$ cat src/design/assert_macros.svh
// Assertion macros shared by the arcsin series evaluator modules.
`ifndef ASSERT_MACROS_SVH
`define ASSERT_MACROS_SVH

// Check an implication on every rising edge outside reset.
`define ASSERT_CLK(lbl, clk, rst_n, prop, msg) \
    lbl: assert property (@(posedge clk) disable iff (!rst_n) (prop)) else $error(msg);

// Check that a condition never holds outside reset.
`define ASSERT_NEVER(lbl, clk, rst_n, cond, msg) \
    lbl: assert property (@(posedge clk) disable iff (!rst_n) !(cond)) else $error(msg);

`endif

$ cat src/design/asev_pkg.sv
// Shared types and constants of the arcsin series evaluator.
`timescale 1ns / 1ps
package asev_pkg;
    localparam int NUM_W   = 64;
    localparam int DEN_W   = 63;
    localparam int LEN_W   = 7;
    localparam int SHIFT_W = 6;
    localparam int MAG_W   = 31;

    localparam logic [MAG_W-1:0] MAG_CAP = 31'h7FFF_FFFF;

    localparam logic [1:0] STATUS_OK    = 2'd0;
    localparam logic [1:0] STATUS_DIVZ  = 2'd1;
    localparam logic [1:0] STATUS_LIMIT = 2'd2;

    // Request to the shared divider: floor((num << shift) / den), capped
    typedef struct packed {
        logic               start;
        logic [NUM_W-1:0]   num;
        logic [LEN_W-1:0]   len;
        logic [SHIFT_W-1:0] shift;
        logic [DEN_W-1:0]   den;
    } t_div_req;
endpackage

$ cat src/design/asev_mul.sv
// Shared 32x32 unsigned multiplier with registered product.
`timescale 1ns / 1ps
module asev_mul (
    input  logic        i_clk,
    input  logic [31:0] i_a,
    input  logic [31:0] i_b,
    output logic [63:0] o_p
);
    // Register the product
    always_ff @(posedge i_clk) begin
        o_p <= i_a * i_b;
    end
endmodule

$ cat src/design/asev_div.sv
// Bit-serial restoring divider with saturation of the quotient.
`timescale 1ns / 1ps
`include "assert_macros.svh"
module asev_div (
    input  logic                     i_clk,
    input  logic                     i_rst_n,
    input  asev_pkg::t_div_req       i_req,
    output logic                     o_busy,
    output logic                     o_done,
    output logic [asev_pkg::MAG_W-1:0] o_quot
);
    import asev_pkg::*;

    logic [NUM_W-1:0] r_num;
    logic [NUM_W-1:0] r_rem;
    logic [DEN_W-1:0] r_den;
    logic [MAG_W-1:0] r_q;
    logic             r_ovf;
    logic [LEN_W:0]   r_steps;
    logic             r_busy;

    logic [NUM_W-1:0] n_trial;
    logic             n_ge;
    logic [NUM_W-1:0] n_rem;
    logic [MAG_W-1:0] n_q;
    logic             n_ovf;

    // Shift in the next dividend bit and try the subtraction
    always_comb begin
        n_trial = {r_rem[NUM_W-2:0], r_num[NUM_W-1]};
        n_ge    = n_trial >= {1'b0, r_den};
        n_rem   = n_ge ? (n_trial - {1'b0, r_den}) : n_trial;
        n_q     = {r_q[MAG_W-2:0], n_ge};
        n_ovf   = r_ovf | r_q[MAG_W-1];
    end

    // Load, iterate and deliver the capped quotient
    always_ff @(posedge i_clk) begin
        if (!i_rst_n) begin
            r_busy <= 1'b0;
            o_done <= 1'b0;
        end else begin
            o_done <= 1'b0;
            if (r_busy) begin
                r_num   <= {r_num[NUM_W-2:0], 1'b0};
                r_rem   <= n_rem;
                r_q     <= n_q;
                r_ovf   <= n_ovf;
                r_steps <= r_steps - 1'b1;
                if (r_steps == 1) begin
                    r_busy <= 1'b0;
                    o_done <= 1'b1;
                    o_quot <= n_ovf ? MAG_CAP : n_q;
                end
            end else if (i_req.start) begin
                r_num   <= i_req.num << (LEN_W'(NUM_W) - i_req.len);
                r_rem   <= '0;
                r_den   <= i_req.den;
                r_q     <= '0;
                r_ovf   <= 1'b0;
                r_steps <= {1'b0, i_req.len} + (LEN_W+1)'(i_req.shift);
                r_busy  <= 1'b1;
            end
        end
    end

    assign o_busy = r_busy;

    `ASSERT_NEVER(a_start_busy, i_clk, i_rst_n, i_req.start && r_busy, "divider restarted while busy")
    `ASSERT_CLK(a_rem_below, i_clk, i_rst_n, r_busy |-> (r_rem < {1'b0, r_den}), "remainder not below divisor")
    `ASSERT_CLK(a_done_idle, i_clk, i_rst_n, o_done |-> !r_busy, "done while still busy")
endmodule

$ cat src/design/arcsin_series_evaluator_core.sv
// Top level: sequencer of the arcsin series evaluator around a shared multiplier and divider.
// A zero argument with cmd 1 is answered from idle; other requests run the series loop on the bit-serial divider.
// Throughput: one transaction at a time; start is taken only while busy is low.
// The result strobe lasts one cycle and the receiver cannot stall it.
// Reset (synchronous, active low) returns the sequencer to idle and drops the strobe.
`timescale 1ns / 1ps
`include "assert_macros.svh"
module arcsin_series_evaluator_core #(
    parameter int MAX_TERMS = 64,
    parameter int FRAC_BITS = 24
) (
    input  logic               i_clk,
    input  logic               i_rst_n,
    input  logic               start,
    output logic               busy,
    input  logic               i_cmd,
    input  logic signed [31:0] i_arg_value,
    input  logic [30:0]        i_tolerance,
    output logic               o_valid,
    output logic signed [31:0] o_sum_value,
    output logic [6:0]         o_terms_used,
    output logic [1:0]         o_status
);
    import asev_pkg::*;

    localparam int IW = $clog2(2*MAX_TERMS + 2);
    localparam int CW = $clog2(MAX_TERMS + 1);
    localparam int PL = MAG_W + 2*IW;

    typedef enum logic [3:0] {
        S_IDLE, S_SQ, S_DIV0, S_CHECK, S_II, S_D, S_PROD, S_SCALE, S_DIVA, S_DIVB
    } t_state;

    t_state            r_state;
    logic              r_cmd;
    logic              r_neg;
    logic [31:0]       r_xmag;
    logic [30:0]       r_tol;
    logic [MAG_W-1:0]  r_sq;
    logic [DEN_W-1:0]  r_xx;
    logic [31:0]       r_t;
    logic [IW-1:0]     r_i;
    logic [2*IW-1:0]   r_ii;
    logic [2*IW-1:0]   r_d;
    logic signed [31:0] r_sum;
    logic [CW-1:0]     r_cnt;

    logic [31:0]       n_xmag;
    logic [31:0]       n_mul_a;
    logic [31:0]       n_mul_b;
    logic [63:0]       w_prod;
    logic [MAG_W-1:0]  n_pcap;
    logic [MAG_W-1:0]  n_sq;
    logic signed [33:0] n_acc;
    logic signed [31:0] n_sum;
    t_div_req          n_div;
    logic              w_div_busy;
    logic              w_div_done;
    logic [MAG_W-1:0]  w_quot;

    asev_mul u_mul (
        .i_clk (i_clk),
        .i_a   (n_mul_a),
        .i_b   (n_mul_b),
        .o_p   (w_prod)
    );

    asev_div u_div (
        .i_clk   (i_clk),
        .i_rst_n (i_rst_n),
        .i_req   (n_div),
        .o_busy  (w_div_busy),
        .o_done  (w_div_done),
        .o_quot  (w_quot)
    );

    // Derive magnitude, capped products and saturated sum
    always_comb begin
        n_xmag = i_arg_value[31] ? (~i_arg_value + 32'd1) : i_arg_value;
        n_sq   = ((w_prod >> FRAC_BITS) > 64'(MAG_CAP)) ? MAG_CAP
                 : MAG_W'(w_prod >> FRAC_BITS);
        n_pcap = n_sq;
        n_acc  = r_neg ? (34'(r_sum) - $signed({2'b00, r_t}))
                       : (34'(r_sum) + $signed({2'b00, r_t}));
        if (n_acc > 34'sd2147483647) begin
            n_sum = 32'sh7FFF_FFFF;
        end else if (n_acc < -34'sd2147483648) begin
            n_sum = 32'sh8000_0000;
        end else begin
            n_sum = n_acc[31:0];
        end
    end

    // Steer the shared multiplier and divider by state
    always_comb begin
        n_mul_a   = '0;
        n_mul_b   = '0;
        n_div     = '0;
        n_div.den = r_xx;
        unique case (r_state)
            S_IDLE: begin
                n_mul_a = n_xmag;
                n_mul_b = n_xmag;
            end
            S_SQ: begin
                n_div.start = r_cmd;
                n_div.num   = NUM_W'(1);
                n_div.len   = LEN_W'(1);
                n_div.shift = SHIFT_W'(2*FRAC_BITS);
                n_div.den   = DEN_W'(r_xmag);
            end
            S_CHECK: begin
                n_mul_a = 32'(r_i);
                n_mul_b = 32'(r_i);
            end
            S_II: begin
                n_mul_a = 32'(r_i) + 32'd1;
                n_mul_b = 32'(r_i) + 32'd2;
            end
            S_D: begin
                n_mul_a = r_t;
                n_mul_b = r_cmd ? 32'(r_ii) : 32'(r_sq);
            end
            S_PROD: begin
                n_mul_a     = 32'(n_pcap);
                n_mul_b     = 32'(r_ii);
                n_div.start = r_cmd;
                n_div.num   = w_prod;
                n_div.len   = LEN_W'(PL);
                n_div.den   = DEN_W'(r_d);
            end
            S_SCALE: begin
                n_div.start = 1'b1;
                n_div.num   = w_prod;
                n_div.len   = LEN_W'(PL);
                n_div.den   = DEN_W'(r_d);
            end
            S_DIVA: begin
                n_div.start = w_div_done && r_cmd;
                n_div.num   = NUM_W'(w_quot);
                n_div.len   = LEN_W'(MAG_W);
                n_div.shift = SHIFT_W'(2*FRAC_BITS);
                n_div.den   = r_xx;
            end
            default: begin
            end
        endcase
    end

    // Hold state, run the series loop and register the result
    always_ff @(posedge i_clk) begin
        if (!i_rst_n) begin
            r_state <= S_IDLE;
            o_valid <= 1'b0;
        end else begin
            o_valid <= 1'b0;
            unique case (r_state)
                S_IDLE: begin
                    if (start) begin
                        r_cmd  <= i_cmd;
                        r_neg  <= i_arg_value[31];
                        r_xmag <= n_xmag;
                        r_tol  <= i_tolerance;
                        r_i    <= IW'(1);
                        r_sum  <= '0;
                        r_cnt  <= '0;
                        if (i_cmd && (i_arg_value == 32'sd0)) begin
                            o_valid      <= 1'b1;
                            o_sum_value  <= '0;
                            o_terms_used <= '0;
                            o_status     <= STATUS_DIVZ;
                        end else begin
                            r_state <= S_SQ;
                        end
                    end
                end
                S_SQ: begin
                    r_xx    <= w_prod[DEN_W-1:0];
                    r_sq    <= n_sq;
                    r_t     <= r_xmag;
                    r_state <= r_cmd ? S_DIV0 : S_CHECK;
                end
                S_DIV0: begin
                    if (w_div_done) begin
                        r_t     <= 32'(w_quot);
                        r_state <= S_CHECK;
                    end
                end
                S_CHECK: begin
                    if (r_t > 32'(r_tol)) begin
                        if (r_cnt >= CW'(MAX_TERMS)) begin
                            o_valid      <= 1'b1;
                            o_sum_value  <= r_sum;
                            o_terms_used <= 7'(r_cnt);
                            o_status     <= STATUS_LIMIT;
                            r_state      <= S_IDLE;
                        end else begin
                            r_sum   <= n_sum;
                            r_cnt   <= r_cnt + 1'b1;
                            r_state <= S_II;
                        end
                    end else begin
                        o_valid      <= 1'b1;
                        o_sum_value  <= r_sum;
                        o_terms_used <= 7'(r_cnt);
                        o_status     <= STATUS_OK;
                        r_state      <= S_IDLE;
                    end
                end
                S_II: begin
                    r_ii    <= w_prod[2*IW-1:0];
                    r_state <= S_D;
                end
                S_D: begin
                    r_d     <= w_prod[2*IW-1:0];
                    r_state <= S_PROD;
                end
                S_PROD: begin
                    r_state <= r_cmd ? S_DIVA : S_SCALE;
                end
                S_SCALE: begin
                    r_state <= S_DIVA;
                end
                S_DIVA: begin
                    if (w_div_done) begin
                        if (r_cmd) begin
                            r_state <= S_DIVB;
                        end else begin
                            r_t     <= 32'(w_quot);
                            r_i     <= r_i + IW'(2);
                            r_state <= S_CHECK;
                        end
                    end
                end
                S_DIVB: begin
                    if (w_div_done) begin
                        r_t     <= 32'(w_quot);
                        r_i     <= r_i + IW'(2);
                        r_state <= S_CHECK;
                    end
                end
                default: begin
                    r_state <= S_IDLE;
                end
            endcase
        end
    end

    assign busy = (r_state != S_IDLE);

    `ASSERT_CLK(a_valid_idle, i_clk, i_rst_n, o_valid |-> !busy, "result strobe while busy")
    `ASSERT_CLK(a_divz_zero, i_clk, i_rst_n, (o_valid && (o_status == STATUS_DIVZ)) |-> (o_sum_value == 32'sd0), "division by zero with nonzero sum")
    `ASSERT_CLK(a_wait_div, i_clk, i_rst_n, ((r_state == S_DIVB) && !w_div_done) |-> w_div_busy, "waiting on an idle divider")
endmodule
$ cat config.mk
export PLATFORM = sky130hd
export DESIGN_NAME = arcsin_series_evaluator_core
export DESIGN_NICKNAME = d
export VERILOG_FILES = /design/src/design/asev_pkg.sv /design/src/design/asev_mul.sv /design/src/design/asev_div.sv /design/src/design/arcsin_series_evaluator_core.sv
export VERILOG_INCLUDE_DIRS = /design/src /design/src/design
export SDC_FILE = /design/constraint.sdc
export NUM_CORES = 2
export LEC_CHECK = 0
export BUFFER_PORTS_ARGS = -buffer_cell sky130_fd_sc_hd__buf_2
export CAP_MARGIN = 20
export CORE_UTILIZATION = 65
export DETAILED_ROUTE_END_ITERATION = 16
export PLACE_DENSITY = 0.88
export SETUP_SLACK_MARGIN = 0.15
export SLEW_MARGIN = 30
export SYNTH_ARGS = -nofsm -noshare
export SYNTH_HDL_FRONTEND = slang
export SYNTH_SLANG_ARGS = --single-unit
$ cat constraint.sdc
create_clock -name i_clk -period 30.7 [get_ports i_clk]
set_input_delay 3.07 -clock i_clk [delete_from_list [all_inputs] [get_ports i_clk]]
set_output_delay 3.07 -clock i_clk [all_outputs]
set_load 0.05 [all_outputs]
# == Word-level counts from Yosys, hierarchy flattened ==
# Cells that the tools add are included.
# op_classes
addsub,11
n_lt_le_gt_ge,6
reduce_logical,25
n_eq_ne,20
mul,1
bitwise,3
shift,1
n_mux,73
# op_table
operator,count
$mux 32,13
$pmux 32 s5,2
$pmux 72 s4,1
$mux 63,3
$mux 64,2
$pmux 32 s2,2
$pmux 63 s2,1
$mux 31,4
$pmux 32 s3,1
$ge 64x63->1,1
$mul 32x32->64,1
$shl 64x7->64,1
$sub 63x63->63,1
$mux 7,7
$mux 8,6
$gt 40x31->1 const B,1
$pmux 4 s9,1
$add 32x33->34,1
$gt 34x32->1 const B,1
$lt 34x32->1 const B,1
$mux 34,1
$sub 32x33->34,1
$add 32x1->32 const B,1
$gt 32x31->1,1
40 further kinds,85
# totals
register_bits,643
word_cells,168
in_bits,67

# == Depth between registers and ports, before layout ==
# logic_depth
ltp_word,8
depth_mapped,42
mapped_depth_nobuf,37

# == Modules after synthesis ==
# From an unflattened synthesis, not the netlist that was laid out.
# hier_totals
hier_cells,7163
area_unflattened_um2,69828.2
# by_module_without_submodules
mod,instances,cells_per_inst,area_per_inst_um2
asev_mul,1,3755,34637.0
asev_div,1,1891,17919.7
arcsin_series_evaluator_core,1,1517,17271.6

# == Worst setup path after synthesis ==
# Ideal clock, no wire load.
# synth_timing
path_type,input -> register
start,in i_arg_value[7]
end,reg u_mul.o_p[63]
cell_stages,32
n_path_buf,2
setup_slack_ps,17772
arrival_ps,12800
path_cell_list,or4_4 > or3_1 > or3_4 > o31ai_1 > xnor2_1 > and2_1 > a221oi_1 > clkbuf_1 > nor2_1 > fa_1 > inv_1 > fa_1 > fa_1 > fa_1 > inv_1 > fa_1 > fa_1 > fa_1 > inv_1 > fa_1 > inv_1 > ha_1 > clkbuf_1 > nand4_1 > or3_1 > or3_1 > a2111o_1 > and3_1 > o31a_1 > o21ai_0 > mux2i_1 > nand4_1
# synth_via
elab_chain_len,5
elab_cells_between_ends,6
# synth_lines
element,line,text
"start, declared",arcsin_series_evaluator_core.sv:17,"input logic signed [31:0] i_arg_value,"
$not 32->32 *,arcsin_series_evaluator_core.sv:79,n_xmag = i_arg_value[31] ? (~i_arg_value + 32'd1) : i_arg_value;
$add 32x1->32 *,arcsin_series_evaluator_core.sv:79,
$mux 32 *,arcsin_series_evaluator_core.sv:79,
named net n_xmag[18],arcsin_series_evaluator_core.sv:48,logic [31:0] n_xmag;
$pmux 32 s5,arcsin_series_evaluator_core.sv:100,unique case (r_state)
$mul 32x32->64 *,asev_mul.sv:11,o_p <= i_a * i_b;
"end signal, assigned",asev_mul.sv:11,
"end, declared",asev_mul.sv:7,output logic [63:0] o_p
# Mark *: on every way through the listed nets, which the timed path passes. The rest lies on a longest branch.
# A chain may end at the register's enable or synchronous reset.

# == Worst setup path after layout ==
# layout_timing
start,in i_arg_value[7]
end,reg u_mul.o_p[57]
# The elaborated chain is that of the path after synthesis.

==> results.ini <==
[detailed_routing]
routed.top_layer=met5
routedLengthMet1_mm=71.68
via_count=51000
antenna_left=0
via_per_inst=6.406
finalWirelength_mm=205.1
drtIter0Drc=6322
wire_per_inst_um=25.76
firstDrtPassIters=9
wl_met2_mm=90.88
drc=0
wl_met3_mm=26.73

[floorplanning]
core-area_um2=98420
dieHeight_um=317.4
dieArea_um2=100700
io_pins=110
fp.dieW_um=317.4
start_util_pct=65.70
rows=115

[clock_network]
clk_latency_ns=0.67
cts_hold_buf=0
cts_tree=done
cts_resized=0
cts-root-buf=clkbuf_16
clk_path_buf_depth=3
clkTransAtPathRegs_ns=0.06
cts_sinks=642
htree_levels=2
cts_setup_buffers=0
cts_buffers=60

[synthesis]
ys_types=80
synth_edf_count=571
synthesis.area_um2=64660
syn_area_per_cell_um2=9.753
syn-instance-count=6630
async_reset_ff_share_pct=0
synth_warnings=0
ys_seq_area_share_pct=28.71
ys.flop_type=edfxtp_1
yosys_register_bits=642

[sta]
fin_crit_ns=13.79
slew-limit-headroom_pct=28.21
setup_viol=0
timing.hold.ws_ns=0.4403
hold_violations=0
fmax_mhz=72.52
drv_slew=0
finClkSkew_ns=0.03755
rsz0062_at_grt=false
min_period_over_period_pct=44.92
setup_tns_ns=0
tightestPinTransition_ns=1.074

[worst_setup_path]
cp_common_cell=fa_1
required_ns=31.27
crit_type=in -> reg
end_kind=flop
critPathLaunchType=input port
max_stage_delay_ns=0.59
crit_slowest_cell=fa_1
critical_path_arrival_ns=14.36
r2r.worst_path.cells=34
critical_path.max_fanout=22

[placement]
io_buffers=109
dpl_cell_area_um2=66910
hpwl_mm=155.2
place.gp.congestion=1.031

[worst_hold_path]
hold_path.class=reg -> reg
holdPathStages=0

[grt]
grt-ovfl-total=0
antenna_found_initial=13
grt_max_degree=84
grt_pass1_wl_mm=310.4
grt_pass1_vias=52620
gr-usage-all-layers_pct=40.99

[run_status]
outcome=finished, final reports clean

[finish]
final_nets=7977
synthToLayoutAreaGrowth_pct=6.654
postLayoutCoreUtil_pct=70.08
drive_above_1_share_pct=7.353
finalInstanceArea_um2=68970

[run]
cap_viol_max_count=0

[cell usage after synthesis (all sizes together) (28+ instances only)]
| cell | number | share of area, % |
|---|---|---|
| a21oi | 263 | 2.1 |
| a221o | 49 | 0.76 |
| mux2 | 31 | 0.54 |
| xnor2 | 151 | 2.0 |
| clkbuf | 294 | 1.7 |
| fa | 899 | 28 |
| a221oi | 46 | 0.72 |
| nand2 | 825 | 4.8 |
| edfxtp | 571 | 27 |
| a211oi | 34 | 0.39 |
| and3 | 32 | 0.31 |
| o21ai | 183 | 1.4 |
| or2 | 37 | 0.36 |
| nand3 | 38 | 0.29 |
| a21o | 147 | 1.7 |
| nor3 | 46 | 0.36 |
| inv | 1132 | 6.6 |
| a22oi | 34 | 0.39 |
| nor2 | 677 | 3.9 |
| ha | 397 | 7.7 |
| a31oi | 28 | 0.27 |
| and2 | 161 | 1.6 |
| buf | 35 | 0.28 |
| or3 | 50 | 0.50 |
| xor2 | 66 | 0.89 |
| o31ai | 37 | 0.43 |
| dfxtp | 71 | 2.2 |
| nand4 | 45 | 0.44 |
[stage by stage]
| stage | cells | worst slack, ns |
|---|---|---|
| after floorplan | 6644 | 17.77 |
| after global placement | 7834 | 16.41 |
| after detailed placement | 7836 | 16.55 |
| after CTS | 7948 | 17.20 |
| after global routing | 7959 | 16.63 |
| final | 7961 | 16.91 |
[final timing paths]
check,startpoint,end,slack (ns)
worst min-delay path,u_mul.o_p[54],r_xx[54],0.44
worst max-delay path,i_arg_value[7],u_mul.o_p[57],16.91
worst max register to register,r_state[2],u_mul.o_p[62],17.56
worst min register to register,u_mul.o_p[54],r_xx[54],0.44
[cell usage in the layout (no fill, tap or decap), types with 34 or more instances in the layout]
| cell | netlist | layout |
|---|---|---|
| a211oi_1 | 34 | 34 |
| dfxtp_1 | 71 | 70 |
| fa_1 | 899 | 899 |
| ha_1 | 397 | 397 |
| nand4_1 | 45 | 45 |
| buf_4 | 0 | 122 |
| a22oi_1 | 34 | 34 |
| a221o_1 | 49 | 48 |
| a21oi_1 | 258 | 257 |
| inv_1 | 1132 | 1131 |
| nor3_1 | 46 | 43 |
| or3_1 | 48 | 48 |
| nand3_1 | 38 | 38 |
| buf_2 | 17 | 109 |
| and2_1 | 156 | 154 |
| or2_2 | 36 | 37 |
| xnor2_1 | 151 | 151 |
| o31ai_1 | 37 | 37 |
| xor2_1 | 66 | 66 |
| a21o_1 | 147 | 145 |
| o21ai_0 | 174 | 173 |
| edfxtp_1 | 571 | 571 |
| clkbuf_16 | 0 | 60 |
| nand2_1 | 825 | 824 |
| nor2_1 | 677 | 670 |
[layout make-up]
type | count | area [um^2]
tap | 1287 | 1610
sequential | 642 | 18570
antenna | 10 | 25.02
clock buffer | 71 | 1583
clock inverter | 41 | 412.9
timing repair buffer | 237 | 1545
multi-input combinational | 4538 | 40960
inverter | 1135 | 4260
fill | 6918 | 29450
[per-layer routing]
layer / vias to the layer above / global-route usage (%)
met3: 925 / 11.78
met5: - / 0
met1: 25060 / 52.21
met4: 2 / 25.79
met2: 3668 / 62.07
li1: 21340 / -
[sequential cells by signal (all words and copies together), names as in the netlist, 7 cells and up]
signal and count:
r_d 16, u_div.r_steps 8, r_xx 63, r_t 32, u_div.r_q 31, r_tol 31
r_i 7, r_sum 32, r_xmag 32, u_div.o_quot 31, u_div.r_rem 63, u_div.r_num 64
r_sq 31, o_terms_used 7, r_cnt 7, o_sum_value 32, r_ii 16, u_div.r_den 63
u_mul.o_p 64
[critical path: cells and delay by family]
family | cells | cell delay (ns)
simple gates | 12 | 3.58
buf+inv | 8 | 0.92
fa+ha+maj | 9 | 4.60
xor+xnor | 2 | 0.36
compound gates | 6 | 1.80
[kinds of logic after synthesis]
| logic type | count (synthesis) | synth area share (%) |
|---|---|---|
| simple gates | 1996 | 13.45 |
| other cells | 2 | 0.01161 |
| compound gates | 976 | 10.16 |
| fa+ha+maj | 1296 | 35.51 |
| mux | 37 | 0.6327 |
| flops | 642 | 28.71 |
| buf+inv | 1464 | 8.577 |
| xor+xnor | 217 | 2.939 |
Power is left out: the tool's default activity adds up to more than one toggle a clock period on the data nets, which glitch-free logic cannot reach.
